`config.mk`:
```
export PLATFORM = sky130hd
export DESIGN_NAME = button_press_classifier_unit
export DESIGN_NICKNAME = d
export VERILOG_FILES = /design/src/sv/bpc_pkg.sv /design/src/sv/button_press_classifier_unit.sv
export VERILOG_INCLUDE_DIRS = /design/src /design/src/sv
export SDC_FILE = /design/constraint.sdc
export NUM_CORES = 1
export LEC_CHECK = 0
export BUFFER_PORTS_ARGS = -buffer_cell sky130_fd_sc_hd__buf_2
export CAP_MARGIN = 25
export CORE_UTILIZATION = 42
export CTS_BUF_LIST = sky130_fd_sc_hd__clkbuf_4 sky130_fd_sc_hd__clkbuf_8 sky130_fd_sc_hd__clkbuf_16
export DETAILED_ROUTE_END_ITERATION = 10
export PLACE_DENSITY = 0.66
export SLEW_MARGIN = 10
export SYNTH_ARGS = -nofsm -noshare
export SYNTH_HDL_FRONTEND = slang
export SYNTH_SLANG_ARGS = --single-unit
```
`constraint.sdc`:
```
create_clock -name i_clk -period 7.4 [get_ports i_clk]
set_input_delay 0.37 -clock i_clk [delete_from_list [all_inputs] [get_ports i_clk]]
set_output_delay 0.37 -clock i_clk [all_outputs]
set_load 0.02 [all_outputs]
```
`src/sv/button_press_classifier_unit_assert.svh`:
```
// ----------------------------------------------------------------------------
// button press classifier assertion macros
// shared concurrent assertion forms, clocked and reset-qualified
// ----------------------------------------------------------------------------
`ifndef BUTTON_PRESS_CLASSIFIER_UNIT_ASSERT_SVH
`define BUTTON_PRESS_CLASSIFIER_UNIT_ASSERT_SVH

// same-cycle implication
`define BPC_ASSERT_SAME(lbl, clk, rst_n, ante, cons) \
    lbl: assert property (@(posedge clk) disable iff (!(rst_n)) (ante) |-> (cons)) \
        else $error("bpc assertion failed");

// next-cycle implication
`define BPC_ASSERT_NEXT(lbl, clk, rst_n, ante, cons) \
    lbl: assert property (@(posedge clk) disable iff (!(rst_n)) (ante) |=> (cons)) \
        else $error("bpc assertion failed");

`endif

```
`src/sv/bpc_pkg.sv`:
```
`timescale 1ns / 1ps
// ----------------------------------------------------------------------------
// bpc_pkg
// types, register indexes, event codes and counter helpers for the
// button press classifier
// ----------------------------------------------------------------------------
package bpc_pkg;

    // elapsed counter width
    localparam int TIMER_BITS    = 17;
    localparam int CFG_DATA_BITS = 16;
    localparam int CFG_IDX_BITS  = 3;
    localparam int EVENT_BITS    = 3;

    typedef logic [TIMER_BITS-1:0]    t_timer;
    typedef logic [CFG_DATA_BITS-1:0] t_cfg_data;

    // configuration register indexes
    typedef enum logic [CFG_IDX_BITS-1:0] {
        CFG_DEBOUNCE = 3'd0,
        CFG_LONG     = 3'd1,
        CFG_DOUBLE   = 3'd2,
        CFG_HOLD     = 3'd3,
        CFG_ACTIVE   = 3'd4
    } t_cfg_idx;

    // latched event codes
    typedef enum logic [EVENT_BITS-1:0] {
        EV_NONE   = 3'd0,
        EV_SHORT  = 3'd1,
        EV_LONG   = 3'd2,
        EV_DOUBLE = 3'd3,
        EV_HOLD   = 3'd4
    } t_event;

    // register reset values
    localparam t_cfg_data DEBOUNCE_RST = 16'd5;
    localparam t_cfg_data LONG_RST     = 16'd50;
    localparam t_cfg_data DOUBLE_RST   = 16'd30;
    localparam t_cfg_data HOLD_RST     = 16'd500;

    localparam t_timer TIMER_MAX = {TIMER_BITS{1'b1}};

    // saturating increment
    function automatic t_timer timer_adv(input t_timer v);
        return (v == TIMER_MAX) ? v : t_timer'(v + 1'b1);
    endfunction

    // threshold widened to counter width
    function automatic t_timer thr(input t_cfg_data v);
        return t_timer'(v);
    endfunction

endpackage

```
`src/sv/button_press_classifier_unit.sv`:
```
`timescale 1ns / 1ps
// ----------------------------------------------------------------------------
// button_press_classifier_unit
// debounces a polled button level and reports short, long, double and hold
// presses through a latched event code
// ----------------------------------------------------------------------------
// Each input word is one poll tick (raw level plus fetch flag). The whole
// tick update - debounce, press classification and the double-press window -
// is one pass of logic from the state registers into the output register, so
// a word is taken on every clock unless the input is stalled; its event code
// appears on the output in the following cycle. The output register stalls
// the input only while a result is held and the output side stalls. All
// thresholds count ticks; the 17-bit elapsed counters saturate. The user must
// write configuration while no word is in flight; the block does not check it.
// ----------------------------------------------------------------------------
module button_press_classifier_unit (
    input  logic                 i_clk,
    input  logic                 i_rst_n,
    // configuration write port
    input  logic                 i_cfg_we,
    input  bpc_pkg::t_cfg_idx    i_cfg_idx,
    input  bpc_pkg::t_cfg_data   i_cfg_data,
    // input channel
    input  logic                 i_valid,
    output logic                 o_stall,
    input  logic                 i_button_level,
    input  logic                 i_fetch,
    // output channel
    output logic                 o_valid,
    input  logic                 i_stall,
    output bpc_pkg::t_event      o_event_code
);
    import bpc_pkg::*;

`include "button_press_classifier_unit_assert.svh"

    // configuration registers
    t_cfg_data r_debounce;
    t_cfg_data r_long;
    t_cfg_data r_double;
    t_cfg_data r_hold;
    logic      r_active;

    // tick state
    logic   r_last_raw,  n_last_raw;
    t_timer r_stable,    n_stable;
    t_timer r_press,     n_press;
    t_timer r_pending,   n_pending;
    logic   r_pressed,   n_pressed;
    logic   r_long_rep,  n_long_rep;
    logic   r_hold_rep,  n_hold_rep;
    logic   r_short,     n_short;
    t_event r_latched,   n_latched;
    t_event n_out_code;

    // output register
    logic   r_out_valid;
    t_event r_out_code;

    logic in_acc;

    // handshake
    assign o_stall      = r_out_valid & i_stall;
    assign in_acc       = i_valid & ~o_stall;
    assign o_valid      = r_out_valid;
    assign o_event_code = r_out_code;

    // configuration writes
    always_ff @(posedge i_clk) begin
        if (!i_rst_n) begin
            r_debounce <= DEBOUNCE_RST;
            r_long     <= LONG_RST;
            r_double   <= DOUBLE_RST;
            r_hold     <= HOLD_RST;
            r_active   <= 1'b0;
        end else if (i_cfg_we) begin
            case (i_cfg_idx)
                CFG_DEBOUNCE: r_debounce <= i_cfg_data;
                CFG_LONG:     r_long     <= i_cfg_data;
                CFG_DOUBLE:   r_double   <= i_cfg_data;
                CFG_HOLD:     r_hold     <= i_cfg_data;
                CFG_ACTIVE:   r_active   <= i_cfg_data[0];
                default: ;
            endcase
        end
    end

    // one tick of debounce and classification
    always_comb begin
        n_last_raw = r_last_raw;
        n_stable   = timer_adv(r_stable);
        n_press    = timer_adv(r_press);
        n_pending  = timer_adv(r_pending);
        n_pressed  = r_pressed;
        n_long_rep = r_long_rep;
        n_hold_rep = r_hold_rep;
        n_short    = r_short;
        n_latched  = r_latched;

        if (i_button_level != r_last_raw) begin
            n_stable   = '0;
            n_last_raw = i_button_level;
        end else if (n_stable >= thr(r_debounce)) begin
            if (i_button_level == r_active) begin
                // stable press: start, then hold before long
                if (!r_pressed) begin
                    n_pressed  = 1'b1;
                    n_long_rep = 1'b0;
                    n_hold_rep = 1'b0;
                    n_press    = '0;
                end else if (!r_hold_rep && n_press >= thr(r_hold)) begin
                    n_latched  = EV_HOLD;
                    n_hold_rep = 1'b1;
                    n_short    = 1'b0;
                end else if (!r_long_rep && n_press >= thr(r_long)) begin
                    n_latched  = EV_LONG;
                    n_long_rep = 1'b1;
                end
            end else begin
                // stable release: double or open short window
                if (r_pressed && !r_long_rep && !r_hold_rep) begin
                    if (r_short && n_pending <= thr(r_double)) begin
                        n_latched = EV_DOUBLE;
                        n_short   = 1'b0;
                    end else begin
                        n_short   = 1'b1;
                        n_pending = '0;
                    end
                end
                n_pressed  = 1'b0;
                n_long_rep = 1'b1;
                n_hold_rep = 1'b1;
            end
        end

        // short window expiry
        if (n_short && n_pending > thr(r_double)) begin
            n_latched = EV_SHORT;
            n_short   = 1'b0;
        end

        n_out_code = n_latched;
        if (i_fetch) begin
            n_latched = EV_NONE;
        end
    end

    // state update on each accepted word
    always_ff @(posedge i_clk) begin
        if (!i_rst_n) begin
            r_last_raw <= 1'b1;
            r_stable   <= '0;
            r_press    <= '0;
            r_pending  <= '0;
            r_pressed  <= 1'b0;
            r_long_rep <= 1'b0;
            r_hold_rep <= 1'b0;
            r_short    <= 1'b0;
            r_latched  <= EV_NONE;
        end else if (in_acc) begin
            r_last_raw <= n_last_raw;
            r_stable   <= n_stable;
            r_press    <= n_press;
            r_pending  <= n_pending;
            r_pressed  <= n_pressed;
            r_long_rep <= n_long_rep;
            r_hold_rep <= n_hold_rep;
            r_short    <= n_short;
            r_latched  <= n_latched;
        end
    end

    // output register
    always_ff @(posedge i_clk) begin
        if (!i_rst_n) begin
            r_out_valid <= 1'b0;
        end else if (in_acc) begin
            r_out_valid <= 1'b1;
        end else if (!i_stall) begin
            r_out_valid <= 1'b0;
        end
    end

    always_ff @(posedge i_clk) begin
        if (in_acc) begin
            r_out_code <= n_out_code;
        end
    end

    // checks
    `BPC_ASSERT_NEXT(a_acc_gives_word, i_clk, i_rst_n, in_acc, o_valid)
    `BPC_ASSERT_NEXT(a_fetch_clears, i_clk, i_rst_n, in_acc && i_fetch, r_latched == EV_NONE)
    `BPC_ASSERT_NEXT(a_out_matches_latch, i_clk, i_rst_n, in_acc && !i_fetch,
        o_event_code == r_latched)
    `BPC_ASSERT_NEXT(a_change_restarts, i_clk, i_rst_n,
        in_acc && (i_button_level != r_last_raw), r_stable == '0)

endmodule

```
==> results of run 1 <==
## flip-flops by register name, indices dropped and copies added, names as in the netlist
signal        cells
r_active          1
r_latched         3
r_press          17
r_last_raw        1
r_short           1
r_pending        17
r_long_rep        1
r_hold           16
o_event_code      3
o_valid           1
r_pressed         1
r_stable         17
r_long           16
r_double         16
r_hold_rep        1
r_debounce       16
## per-layer routing
layer	up-vias	GRT usage, %	routed length (um)
li1	3576	-	-
met1	3251	29.3	9670
met2	161	34.6	9160
met3	25	4.56	963
met4	0	6.37	360
met5	-	0	0
## logic make-up after synthesis
logic type	Yosys count
AO/OA/AOI/OAI	235
XOR/XNOR	47
adder cells (fa/ha/maj)	83
buffers and inverters	118
flip-flops	128
multiplexers	7
AND/OR/NAND/NOR	392
## synth_stat cells, types with 18 or more instances
cell type	count	share of area (%)
dfxtp_1	125	32
a22oi_1	22	2.1
o211ai_1	19	1.8
nor2_1	74	3.5
inv_1	72	3.4
nand4_1	25	2.0
nor3_1	18	1.1
clkbuf_1	40	1.9
a21oi_1	106	6.7
nand2_1	166	7.9
ha_1	83	13
nor2b_1	20	1.6
nand3_1	35	2.2
o21ai_0	33	2.1
xnor2_1	33	3.7
## path summary, 6_finish.rpt
path                                                  end                 startpoint  depth (start not counted)  slack [ps]
worst min-delay path                 o_valid$_SDFFE_PN0P_                    i_valid                          2         180
worst max-delay path                 r_short$_SDFFE_PN0P_  r_pending[0]$_SDFFE_PN0P_                         24         560
worst min register to register  r_double[12]$_SDFFE_PN0P_  r_double[12]$_SDFFE_PN0P_                          2         450
worst max register to register       r_short$_SDFFE_PN0P_  r_pending[0]$_SDFFE_PN0P_                         24         560
## layout make-up
cell class,count,area [um2]
clock buffer,18,433
clock inverter,14,206
fill,1745,9350
inverter,74,279
multi-input combinational,764,4860
sequential,128,2590
tap,229,287
timing repair buffer,38,205
## power by group through the flow
stage                     Combinational (mW)  Clock (mW)  Sequential (mW)
after global placement                 0.127           0            0.727
after detailed placement               0.129           0            0.727
after CTS                              0.130       0.924            0.712
final                                  0.130       0.911            0.712
after floorplan                       0.0822           0            0.727
after global routing                   0.145       0.954            0.714
==> reports/metrics.yaml, run 1 <==
run:
  max-cap-violations: 0
floorplanning:
  rows: 49
  dieArea_um2: 19400
  start_util_pct: 43.4
  ios: 31
  core_area_um2: 18200
  die_w_um: 139
  die_y_um: 139
power:
  power_density_nw_per_um2: 198
  ir_worst_vdd_mv: 0.151
  netSwitchingFraction_pct: 24.8
  p_int_mw: 1.32
  power_switching_uw: 435
  clockPowerShare_pct: 52.0
  p_seq_share_pct: 40.6
  power_mw: 1.75
  p_leak_nw: 3.56
  power_frac_comb_pct: 7.4
layout:
  num_antenna_cells: 0
  fin_util_pct: 48.7
  stdcell_count: 1265
  final_cell_mix: "nand2_1, dfxtp_1, a21oi_1"
  final_cell_area_um2: 8860
  final_common_cell: "nand2_1"
  drive_gt1_share_pct: 8.30
  final_nets: 1132
  syn_to_final_growth_pct: 12.2
worst_setup_path:
  crit_type: "flip-flop to flip-flop"
  path_cells: "ha_1, nand4_1, nor4_2, a211oi_1, and2_0, nand3_1, xnor2_1, ha_1, nand4_1, or4_1, a31o_2, a31o_2, a211oi_4, buf_4, nor2b_1, ha_1, and3_1, nand3_1, or4_1, o21a_1, o21ai_0, o21a_1, or4b_1, a21oi_1"
  critPathTopFamily: "simple AND/OR/NAND/NOR gates"
  worst-path-buf-inv: 1
  cp_max_fo: 24
  arrival_ps: 7190
  crit_top_cell: "ha_1"
  critical-path-slowest-cell: "a211oi_4"
  end_kind: "flip-flop"
  start_kind: "flip-flop"
  critPathMaxStageDelay_ps: 800
  cp_data_required_time_ps: 7740
worst_hold_path:
  hp-class: "input port to flip-flop"
timing:
  rsz0062_at_grt: "no"
  setup_tns_ps: 0
  setup_viol: 0
  finalHoldViolCount: 0
  slew_viol_final: 0
  finalCritPeriodShare_pct: 92.5
  period_minus_slack_ps: 6840
  worstMarginPinSlew_ps: 949
  timing.fmax_mhz: 146
  relSlewSlack_pct: 36.7
  final.setup_skew_ps: 9.53
  layout_setup_ws_ps: 555
  whs_ps: 178
global_route:
  gr-usage-all-layers_pct: 21.7
  antenna_found_initial: 0
  grt_pass1_vias: 6515
  gr-total-overflow: 0
  grt_start_max_net_pins: 87
  grt_pass1_wl_mm: 33.4
place:
  dp_hpwl_mm: 14.6
  portBuffers: 30
  post-place-ws_ps: 649
  placed_cell_area_um2: 8220
  gp_congestion: 0.908
  dp.cells: 1232
yosys:
  synth_edf_count: 3
  ys_ff_latch: 128
  synthXorXnorAreaFrac_pct: 5.21
  synth_warnings: 0
  synthFlopType: "dfxtp_1"
  syn-num-nets: 1119
  avgSynthCellArea_um2: 7.82
  synth_area_um2: 7900
  muxShareOfSynthArea_pct: 0.919
  synth-simple-area-share_pct: 23.5
  synth.distinct_cells: 65
  synth_top_family_by_area: "simple AND/OR/NAND/NOR gates"
  synth_fa_ha_area_share_pct: 13.1
  postSynthCellCount: 1010
  async_reset_ff_share_pct: 0
  yosysSeqAreaShare_pct: 32.8
  synth_compound_area_share_pct: 18.7
cts:
  clkSinkCount: 128
  insertion_delay_ps: 420
  cts_tree: "done"
  cts_setup_buffers: 0
  cts_resized: 0
  clockRootBuffer: "clkbuf_16"
  cts-buffers-inserted: 17
  h-tree-depth: 4
  clockBufferDepth: 2
  clkTransAtPathRegs_ps: 60
  cts_hold_buf: 0
detailed_routing:
  vias_per_cell: 5.54
  drtPass1Iterations: 10
  drc_errors: 2
  dr_total_vias: 7013
  first_iter_violations: 413
  post_drt_wl_per_cell_um: 15.9
  ant_nets: 0
  drt_wl_total_mm: 20.2
run_status:
  outcome: "complete, but fails checks"
  violations: "DRC"
Power figures use the tool's default switching activity.
==> inputs of run 2 (changes only) <==
clock period = 8.2 ns   (was 7.4 ns; I/O delays follow)
==> run 2 against run 1 <==
First-iteration DRC count increased by 14%. Utilization is 0.28 points lower. Clock skew increased by 1.9 ps. Clock-buffer cell count unchanged. Global-route usage decreased by 0.052 points. Sequential cell count unchanged. The run still ends with DRC left. Cell count stayed put. Hold slack improved by 35 ps. Sequential share of layout area rose by 0.17 points. Combinational power decreased by 8%.
==> reports/metrics.yaml, run 2 (synthesized netlist as in run 1, its figures left out) <==
run_status:
  outcome: "complete, but fails checks"
  violations: "DRC"
worst_setup_path:
  path_cells: "nand4_1, or4_4, o21ai_1, nor2_1, nand3_1, xnor2_1, ha_1, nand4_1, a2111oi_1, o31ai_2, a211oi_4, buf_4, nor2b_1, ha_1, nand4_1, or4_1, o21a_1, o21ai_0, o21a_1, or4b_1, a21oi_1"
  rr_endpoint: "r_short$_SDFFE_PN0P_"
  critPathMaxStageDelay_ps: 640  # -160 ps
  path_depth: 21  # -13%
  r2r_start: "r_stable[6]$_SDFFE_PN0P_"
  cp_max_fo: 19  # -21%
  critical_path.endpoint: "r_short$_SDFFE_PN0P_"
  start_kind: "flip-flop"
  arrival_ps: 6810  # -380 ps
  r2r_setup_slack_ps: 1740  # +1180 ps
  crit_type: "flip-flop to flip-flop"
  critPathTopFamily: "compound AO/OA/AOI/OAI gates"
  end_kind: "flip-flop"
  cp_data_required_time_ps: 8550  # +810 ps
  cp-startpoint: "r_stable[6]$_SDFFE_PN0P_"
  reg2reg_depth: 21  # -13%
  critical-path-slowest-cell: "a2111oi_1"
  worst-path-buf-inv: 1  # unchanged
  crit_top_cell: "nand4_1"
layout:
  final_cell_mix: "nand2_1, dfxtp_1, a21oi_1"
  num_antenna_cells: 0  # unchanged
  drive_gt1_share_pct: 8.30  # unchanged
  final_cell_area_um2: 8810  # -0.58%
  final_common_cell: "nand2_1"
  syn_to_final_growth_pct: 11.5
  largestRegisters: "r_pending (17), r_press (17), r_stable (17)"
  stdcell_count: 1265  # unchanged
  final_nets: 1132  # unchanged
global_route:
  grt_start_max_net_pins: 58  # -33%
  gr-total-overflow: 0  # unchanged
  grt_pass1_vias: 6465  # -0.77%
  antenna_found_initial: 0  # unchanged
  grt_pass1_wl_mm: 33.0  # -1.1%
  gr-usage-all-layers_pct: 21.6  # -0.052 points
detailed_routing:
  vias_per_cell: 5.56  # +0.31%
  ant_nets: 0  # unchanged
  dr_total_vias: 7035  # +0.31%
  post_drt_wl_per_cell_um: 16.1  # +0.99%
  drc_errors: 2  # unchanged
  first_iter_violations: 472  # +14%
  drtPass1Iterations: 8  # -2
  drt_wl_total_mm: 20.4  # +0.99%
place:
  gp_congestion: 0.857  # -5.6%
  portBuffers: 30  # unchanged
  dp_hpwl_mm: 14.7  # +1.2%
  placed_cell_area_um2: 8240  # +0.34%
  dp.cells: 1233  # +0.081%
cts:
  clkSinkCount: 128  # unchanged
  h-tree-depth: 4  # unchanged
  cts_setup_buffers: 0  # unchanged
  cts_hold_buf: 0  # unchanged
  clockBufferDepth: 2  # unchanged
  insertion_delay_ps: 430  # about the same
  cts_tree: "done"
  clkTransAtPathRegs_ps: 60  # about the same
  cts_resized: 0  # unchanged
  clockRootBuffer: "clkbuf_16"
  cts-buffers-inserted: 17  # unchanged
power:
  p_seq_share_pct: 43.1  # +2.5 points
  clockPowerShare_pct: 48.9  # -3.1 points
  ir_worst_vdd_mv: 0.141  # -6.3%
  power_frac_comb_pct: 8.0  # +0.6 points
  power_mw: 1.49  # -15%
  p_int_mw: 1.10  # -17%
  power_switching_uw: 395  # -9.1%
  power_density_nw_per_um2: 169  # -14%
  netSwitchingFraction_pct: 26.5  # +1.7 points
  p_leak_nw: 3.53  # -0.69%
timing:
  finalHoldViolCount: 0  # unchanged
  rsz0062_at_grt: "no"
  final.setup_skew_ps: 11.4  # +1.90 ps
  relSlewSlack_pct: 26.4  # -10 points
  worstMarginPinSlew_ps: 1090  # +145 ps
  whs_ps: 213  # +34.7 ps
  setup_tns_ps: 0  # unchanged
  timing.fmax_mhz: 155  # +5.9%
  slew_viol_final: 0  # unchanged
  period_minus_slack_ps: 6460  # -381 ps
  setup_viol: 0  # unchanged
  finalCritPeriodShare_pct: 78.8  # -14 points
run:
  max-cap-violations: 0  # unchanged
floorplanning:
  die_w_um: 139  # unchanged
  ios: 31  # unchanged
  rows: 49  # unchanged
  core_area_um2: 18200  # unchanged
  start_util_pct: 43.4  # unchanged
  die_y_um: 139  # unchanged
  dieArea_um2: 19400  # unchanged
worst_hold_path:
  min_from: "i_valid"
  hp-class: "input port to flip-flop"
## run 2: cell count changes in the layout (fill, tap and decap cells not counted)
cell / before / now
inv_8: 1 / 0
bufinv_16: 4 / 1
clkinv_2: 1 / 3
buf_16: 0 / 1
inv_6: 1 / 3
buf_2: 32 / 31
## run 2: worst min path at each step
stage / endpoint / depth (start not counted)
global route: o_valid$_SDFFE_PN0P_ / 2
detailed placement: r_debounce[12]$_SDFFE_PN0P_ / 2
floorplan: r_debounce[10]$_SDFFE_PN0P_ / 2
global placement: r_hold[12]$_SDFFE_PN0P_ / 2
finish: o_valid$_SDFFE_PN0P_ / 2
CTS: o_valid$_SDFFE_PN0P_ / 2
## run 2: layout make-up
cell class / instances / area (um2)
clock buffer: 18 / 433
clock inverter: 14 / 133
fill: 1739 / 9400
multi-input combinational: 764 / 4860
timing repair buffer: 38 / 228
sequential: 128 / 2590
inverter: 74 / 279
tap: 229 / 287
## run 2: power by group through the flow
stage / combinational, mW / sequential, mW / clock, mW
after CTS: 0.120 / 0.643 / 0.740
after global placement: 0.116 / 0.656 / 0
after floorplan: 0.0742 / 0.656 / 0
final: 0.120 / 0.643 / 0.730
after global routing: 0.133 / 0.644 / 0.769
after detailed placement: 0.119 / 0.656 / 0
## run 2: worst reg2reg max path: stages (launching register included)
cell	delay (ps)
dfxtp_1	450
nand4_1	210
or4_4	620
o21ai_1	460
nor2_1	210
nand3_1	140
xnor2_1	90
ha_1	300
nand4_1	120
a2111oi_1	640
o31ai_2	230
a211oi_4	610
buf_4	350
nor2b_1	100
ha_1	300
nand4_1	90
or4_1	470
o21a_1	120
o21ai_0	120
o21a_1	190
or4b_1	430
a21oi_1	150
## run 2: through the flow
step           utilization [%]  worst slack (ps)
6_report                  48.4              1740
5_1_grt                   48.4              1280
4_1_cts                   48.4              1740
3_3_place_gp              45.1              1910
2_1_floorplan                -              2330
3_5_place_dp              45.3              1780
## run 2: per-layer routing
| metal | wire [um] | vias up | GRT usage, % | share of wire, % |
|---|---|---|---|---|
| li1 | - | 3566 | - | - |
| met5 | 0 | - | 0 | 0 |
| met3 | 760 | 25 | 3.97 | 3.7 |
| met4 | 289 | 0 | 6.84 | 1.4 |
| met1 | 10100 | 3305 | 29.6 | 50 |
| met2 | 9190 | 139 | 34.4 | 45 |
